$ cat config.mk
export PLATFORM = sky130hd
export DESIGN_NAME = gha_ctrl
export DESIGN_NICKNAME = d
export VERILOG_FILES = /design/src/hdl/gha_pkg.sv /design/src/hdl/gha_ctrl.sv
export SDC_FILE = /design/constraint.sdc
export NUM_CORES = 1
export LEC_CHECK = 0
export BUFFER_PORTS_ARGS = -buffer_cell sky130_fd_sc_hd__clkbuf_2
export CAP_MARGIN = 30
export CELL_PAD_IN_SITES_DETAIL_PLACEMENT = 1
export CELL_PAD_IN_SITES_GLOBAL_PLACEMENT = 2
export CORE_MARGIN = 8
export CORE_UTILIZATION = 25
export DETAILED_ROUTE_END_ITERATION = 7
export GPL_ROUTABILITY_DRIVEN = 0
export PLACE_DENSITY_LB_ADDON = 0.05
export REMOVE_ABC_BUFFERS = 1
export SYNTH_ARGS = -nofsm -noshare
export SYNTH_HDL_FRONTEND = slang
export SYNTH_SLANG_ARGS = --single-unit
$ cat constraint.sdc
create_clock -name clk -period 4.17 [get_ports clk]
set_clock_uncertainty 0.1 [all_clocks]
set_input_delay 0.6255 -clock clk [delete_from_list [all_inputs] [get_ports clk]]
set_output_delay 0.6255 -clock clk [all_outputs]
set_load 0.01 [all_outputs]
$ cat src/hdl/gha_pkg.sv
// ----------------------------------------------------------------------------
// gha_pkg
// Shared sizes, codes and controller/datapath interface types for the
// generational handle allocator.
// ----------------------------------------------------------------------------
package gha_pkg;

  // Storage sizing.
  localparam int SLOTS    = 1024;
  localparam int GEN_BITS = 16;
  localparam int IDX_W    = $clog2(SLOTS);
  localparam int CNT_W    = $clog2(SLOTS + 1);

  // Field widths on the stream ports.
  localparam int IDX_FW      = 10;
  localparam int VER_FW      = 16;
  localparam int KIND_FW     = 2;
  localparam int STATUS_FW   = 2;
  localparam int IN_TDATA_W  = 32;
  localparam int OUT_TDATA_W = 32;
  localparam int IN_USED_W   = IDX_FW + VER_FW;
  localparam int OUT_USED_W  = IDX_FW + VER_FW + 1;
  localparam int OUT_PAD_W   = OUT_TDATA_W - OUT_USED_W;

  typedef enum logic [KIND_FW-1:0] {
    KIND_CREATE  = 2'd0,
    KIND_DESTROY = 2'd1,
    KIND_CHECK   = 2'd2,
    KIND_CLEAR   = 2'd3
  } kind_t;

  typedef enum logic [STATUS_FW-1:0] {
    STATUS_OK      = 2'd0,
    STATUS_FULL    = 2'd1,
    STATUS_UNKNOWN = 2'd2
  } status_t;

  // Commands from the controller to the datapath.
  typedef struct packed {
    logic accept;       // latch the incoming item
    logic pop_start;    // read the top of the free stack and shrink it
    logic alloc_new;    // hand out the next never-used index
    logic no_free;      // create with nothing left
    logic do_clear;     // empty the allocator
    logic bad_index;    // destroy or check of an index never allocated
    logic gen_direct;   // read the generation of the addressed index
    logic pop_finish;   // popped index is back, read its generation
    logic gen_finish;   // generation is back, finish the item
    logic load_out;     // move the result into the output register
  } cmd_t;

  // Status from the datapath to the controller.
  typedef struct packed {
    kind_t kind;
    logic  stack_nonempty;
    logic  used_avail;
    logic  idx_known;
    logic  out_free;
  } sts_t;

endpackage

$ cat src/hdl/gha_ctrl.sv
// ----------------------------------------------------------------------------
// gha_ctrl
// Sequencer for the allocator: takes one item, steps it through the memory
// reads it needs, and hands the result to the output register.
// ----------------------------------------------------------------------------
module gha_ctrl (
  input  logic          clk,
  input  logic          rst,
  input  logic          s_tvalid,
  output logic          s_tready,
  input  gha_pkg::sts_t sts,
  output gha_pkg::cmd_t cmd
);
  import gha_pkg::*;

  typedef enum logic [3:0] {
    S_IDLE = 4'b0001,
    S_POP  = 4'b0010,
    S_GEN  = 4'b0100,
    S_RESP = 4'b1000
  } state_t;

  state_t state, state_next;

  always_ff @(posedge clk) begin
    if (rst) begin
      state <= S_IDLE;
    end else begin
      state <= state_next;
    end
  end

  always_comb begin
    state_next = state;
    cmd        = '0;
    s_tready   = 1'b0;
    case (state)
      S_IDLE: begin
        s_tready = 1'b1;
        if (s_tvalid) begin
          cmd.accept = 1'b1;
          case (sts.kind)
            KIND_CREATE: begin
              if (sts.stack_nonempty) begin
                cmd.pop_start = 1'b1;
                state_next    = S_POP;
              end else if (sts.used_avail) begin
                cmd.alloc_new = 1'b1;
                state_next    = S_RESP;
              end else begin
                cmd.no_free = 1'b1;
                state_next  = S_RESP;
              end
            end
            KIND_CLEAR: begin
              cmd.do_clear = 1'b1;
              state_next   = S_RESP;
            end
            default: begin
              if (sts.idx_known) begin
                cmd.gen_direct = 1'b1;
                state_next     = S_GEN;
              end else begin
                cmd.bad_index = 1'b1;
                state_next    = S_RESP;
              end
            end
          endcase
        end
      end
      S_POP: begin
        cmd.pop_finish = 1'b1;
        state_next     = S_GEN;
      end
      S_GEN: begin
        cmd.gen_finish = 1'b1;
        state_next     = S_RESP;
      end
      S_RESP: begin
        if (sts.out_free) begin
          cmd.load_out = 1'b1;
          state_next   = S_IDLE;
        end
      end
      default: begin
        state_next = S_IDLE;
      end
    endcase
  end

  // A result is only moved out when the output register can take it.
  a_load_when_free: assert property (@(posedge clk) disable iff (rst)
    cmd.load_out |-> sts.out_free)
    else $error("result loaded while output register busy");

  // A popped index always goes on to its generation read.
  a_pop_then_gen: assert property (@(posedge clk) disable iff (rst)
    cmd.pop_start |=> cmd.pop_finish ##1 cmd.gen_finish)
    else $error("pop did not proceed to generation read");

  // Only one item is worked on at a time.
  a_one_at_a_time: assert property (@(posedge clk) disable iff (rst)
    cmd.accept |=> !s_tready)
    else $error("new item taken while one is in progress");

endmodule

==> impl_results.md <==
* Status: finished, final reports clean
* Post-Layout Cell Count at 84
* Post-synthesis register bit count at 4
* Post-CTS resize count at 0
* Startpoint types: flip-flop
* Most frequent cells in the layout: 19 x clkbuf_2, 6 x inv_1, 4 x nor4b_1, 4 x nand2_1, 4 x dfxtp_1
* Seq/Total Area, Yosys at between 10% and 20%
* Multi-input logic area at about 280 sq um
* Max incr delay on CP at around 0.51 ns
* GRT Overall Usage at just over 8%
* WP buf/inv at 2
* WP data required at about 3.4 ns
* Rel. slew slack at 68.2%
* DP Area at roughly 500 sq um
* Flop2flop setup slack at 2.48 ns
* Clock sinks at 4
* Post-Syn Instances at between 40 and 50
* Core area at roughly 0.0017 sq mm
* Largest delay share family, worst path: simple AND/OR/NAND/NOR gates
* IO Pins at 20
* Clk_lat worst skew at 0.23 ns
* ANT nets after route at 0
* Critical setup path kind: flip-flop to output port
* Fin Setup TNS at 0 ns
* Worst slew pin tran at 0.471 ns
* CP max FO at 11
* Clock tree from TritonCTS: yes
* Chip width at 57.1 microns
* Initial Util at 25.6%
* First-pass GRT wire length at around 2200 microns
* Final Cell Area at between 500 and 600 sq um
* Largest registers: state x4
* Register area at between 80 and 90 sq um
* CTS Hold Bufs at 0
* Pre-CTS WS at 1.84 ns
* Setup crit end kind: output port
* Commonest non-fill, non-tap cell in the layout: clkbuf_2
* Clk root buf: clkbuf_4
* TritonCTS Buffers at 3
* Core Rows at 15
* Final Net Count at 80
* Die area at 0.00326 sq mm
* H-tree depth at 1
* Max clock buf depth at 2
* Leak pwr at between 0.0002 and 0.00025 uW
* Setup Viol. Count Final at 0
* CP Data Arrival Time at 1.79 ns
* Die Y at about 57 microns
* MaxCap Viol Count at 0
* Number of flip-flops in the largest register at 4
* Vias at 444
* Pin count of the biggest net entering global routing at 12
* DP Cell Count at around 80
* Final global-route overflow total at 0
* Netlist Area Pre-Place at ~420 sq um
* Vias in the first global route at 498
* ANT cells at 0
* Worst vdd ir at ~0.00017 V
* DRT iter0 DRCs at 3
* DR vias/cell at ~5.3
* Ratio of final minimum period to clock period at slightly above 60%
* I/O Buffers at 19
* Synth async-reset ratio at 0%
* Post-Route WL at 1240 microns
* Clk pin slew, worst setup/hold paths at around 0.03 ns
* Synth warnings at 0
* CP max-delay cell: dfxtp_1
* DR WL/cell at 14.8 microns
* Hold Path Class: input pin to flip-flop
* Largest Register: state
* Post-route DRC violation count at 0
* RSZ-0062 raised after global routing: no
* Ys flop type: dfxtp_1
* Post-DP HPWL at around 1000 microns
* Final Util at roughly a third
* Max Freq at roughly 400 MHz
* FILL cells at around 220
* Netlist cell types at 28
* Worst setup margin at 1.65 ns
* PD cells at ~350 mW/mm^2
* Post-synth EDFFs at 0
* Initial DRT Pass Iterations at 2
* Syn avg cell area at between 8 and 9 sq um
* Max Slew Vio Count at 0
* # Post-CTS Setup Buffers at 0
* Area delta synth->final at 23.1%
* Crit path time final at about 2.5 ns
* Worst path cell trace: nor4b_4 -> nand2_1 -> inv_1 -> and3_1 -> clkbuf_2
* Initial antenna violation count at 0
* Share of layout cells above drive strength 1 at a little over two fifths
* Final Hold Viols at 0
==> kinds of logic (layout without fill, tap and decap cells) <==
family,Yosys count,in the layout,share of synthesized area (%)
flip-flops,4,4,18.9
XOR/XNOR,1,1,2.07
AO/OA/AOI/OAI,8,8,16.0
AND/OR/NAND/NOR,24,24,42.0
buffers and inverters,10,28,15.1
adder cells (fa/ha/maj),2,2,5.92
==> synthesized netlist by cell type (2+ instances only) <==
| master | n | share of area (%) |
|---|---|---|
| buf_6 | 2 | 5.3 |
| dfxtp_1 | 4 | 19 |
| ha_1 | 2 | 5.9 |
| inv_1 | 6 | 5.3 |
| nand2_1 | 4 | 3.5 |
| nor2_1 | 2 | 1.8 |
| nor3_1 | 2 | 2.4 |
| nor3b_1 | 3 | 5.3 |
| nor4b_1 | 4 | 8.3 |
| or3b_2 | 2 | 4.1 |
==> path summary, 6_finish.rpt <==
path,startpoint,to,cells past startpoint
min,rst,state[1],2
min reg2reg,state[2],state[0],2
max,state[0],cmd[7],5
max reg2reg,state[0],state[3],3
==> per-stage QoR <==
stage | hold slack, ns | total power, uW
4_1_cts | 0.515 | 189
2_1_floorplan | 0.580 | 110
3_3_place_gp | 0.738 | 142
5_1_grt | 0.533 | 200
6_report | 0.518 | 184
3_5_place_dp | 0.727 | 140
==> layer usage <==
metal / part of all wire, % / track usage, % / wire, microns / vias to the layer above
met5: 0 / 0 / 0 / -
met3: 6.3 / 4.66 / 78 / 0
li1: - / - / - / 214
met1: 43 / 8.02 / 531 / 218
met2: 51 / 14.1 / 634 / 12
met4: 0 / 3.02 / 0 / 0
==> power breakdown <==
part | switching [uW] | total [uW] | leakage (uW) | internal (uW)
combinational | 38.4 | 77.4 | 0.000197 | 38.9
clock | 14.3 | 46.4 | 0.0000138 | 32.1
sequential | 16.4 | 60.6 | 0.0000328 | 44.1
total | 69.2 | 184 | 0.000244 | 115
==> area by class of cell <==
class                   count  share of cell area, %
clock buffers               3                   4.33
inverters                   6                   4.33
well taps                  17                   4.09
flip-flops and latches      4                   15.4
repair buffers             19                   18.3
multi-input cells          35                   53.6
No activity file was read; power rests on OpenSTA's default activity.
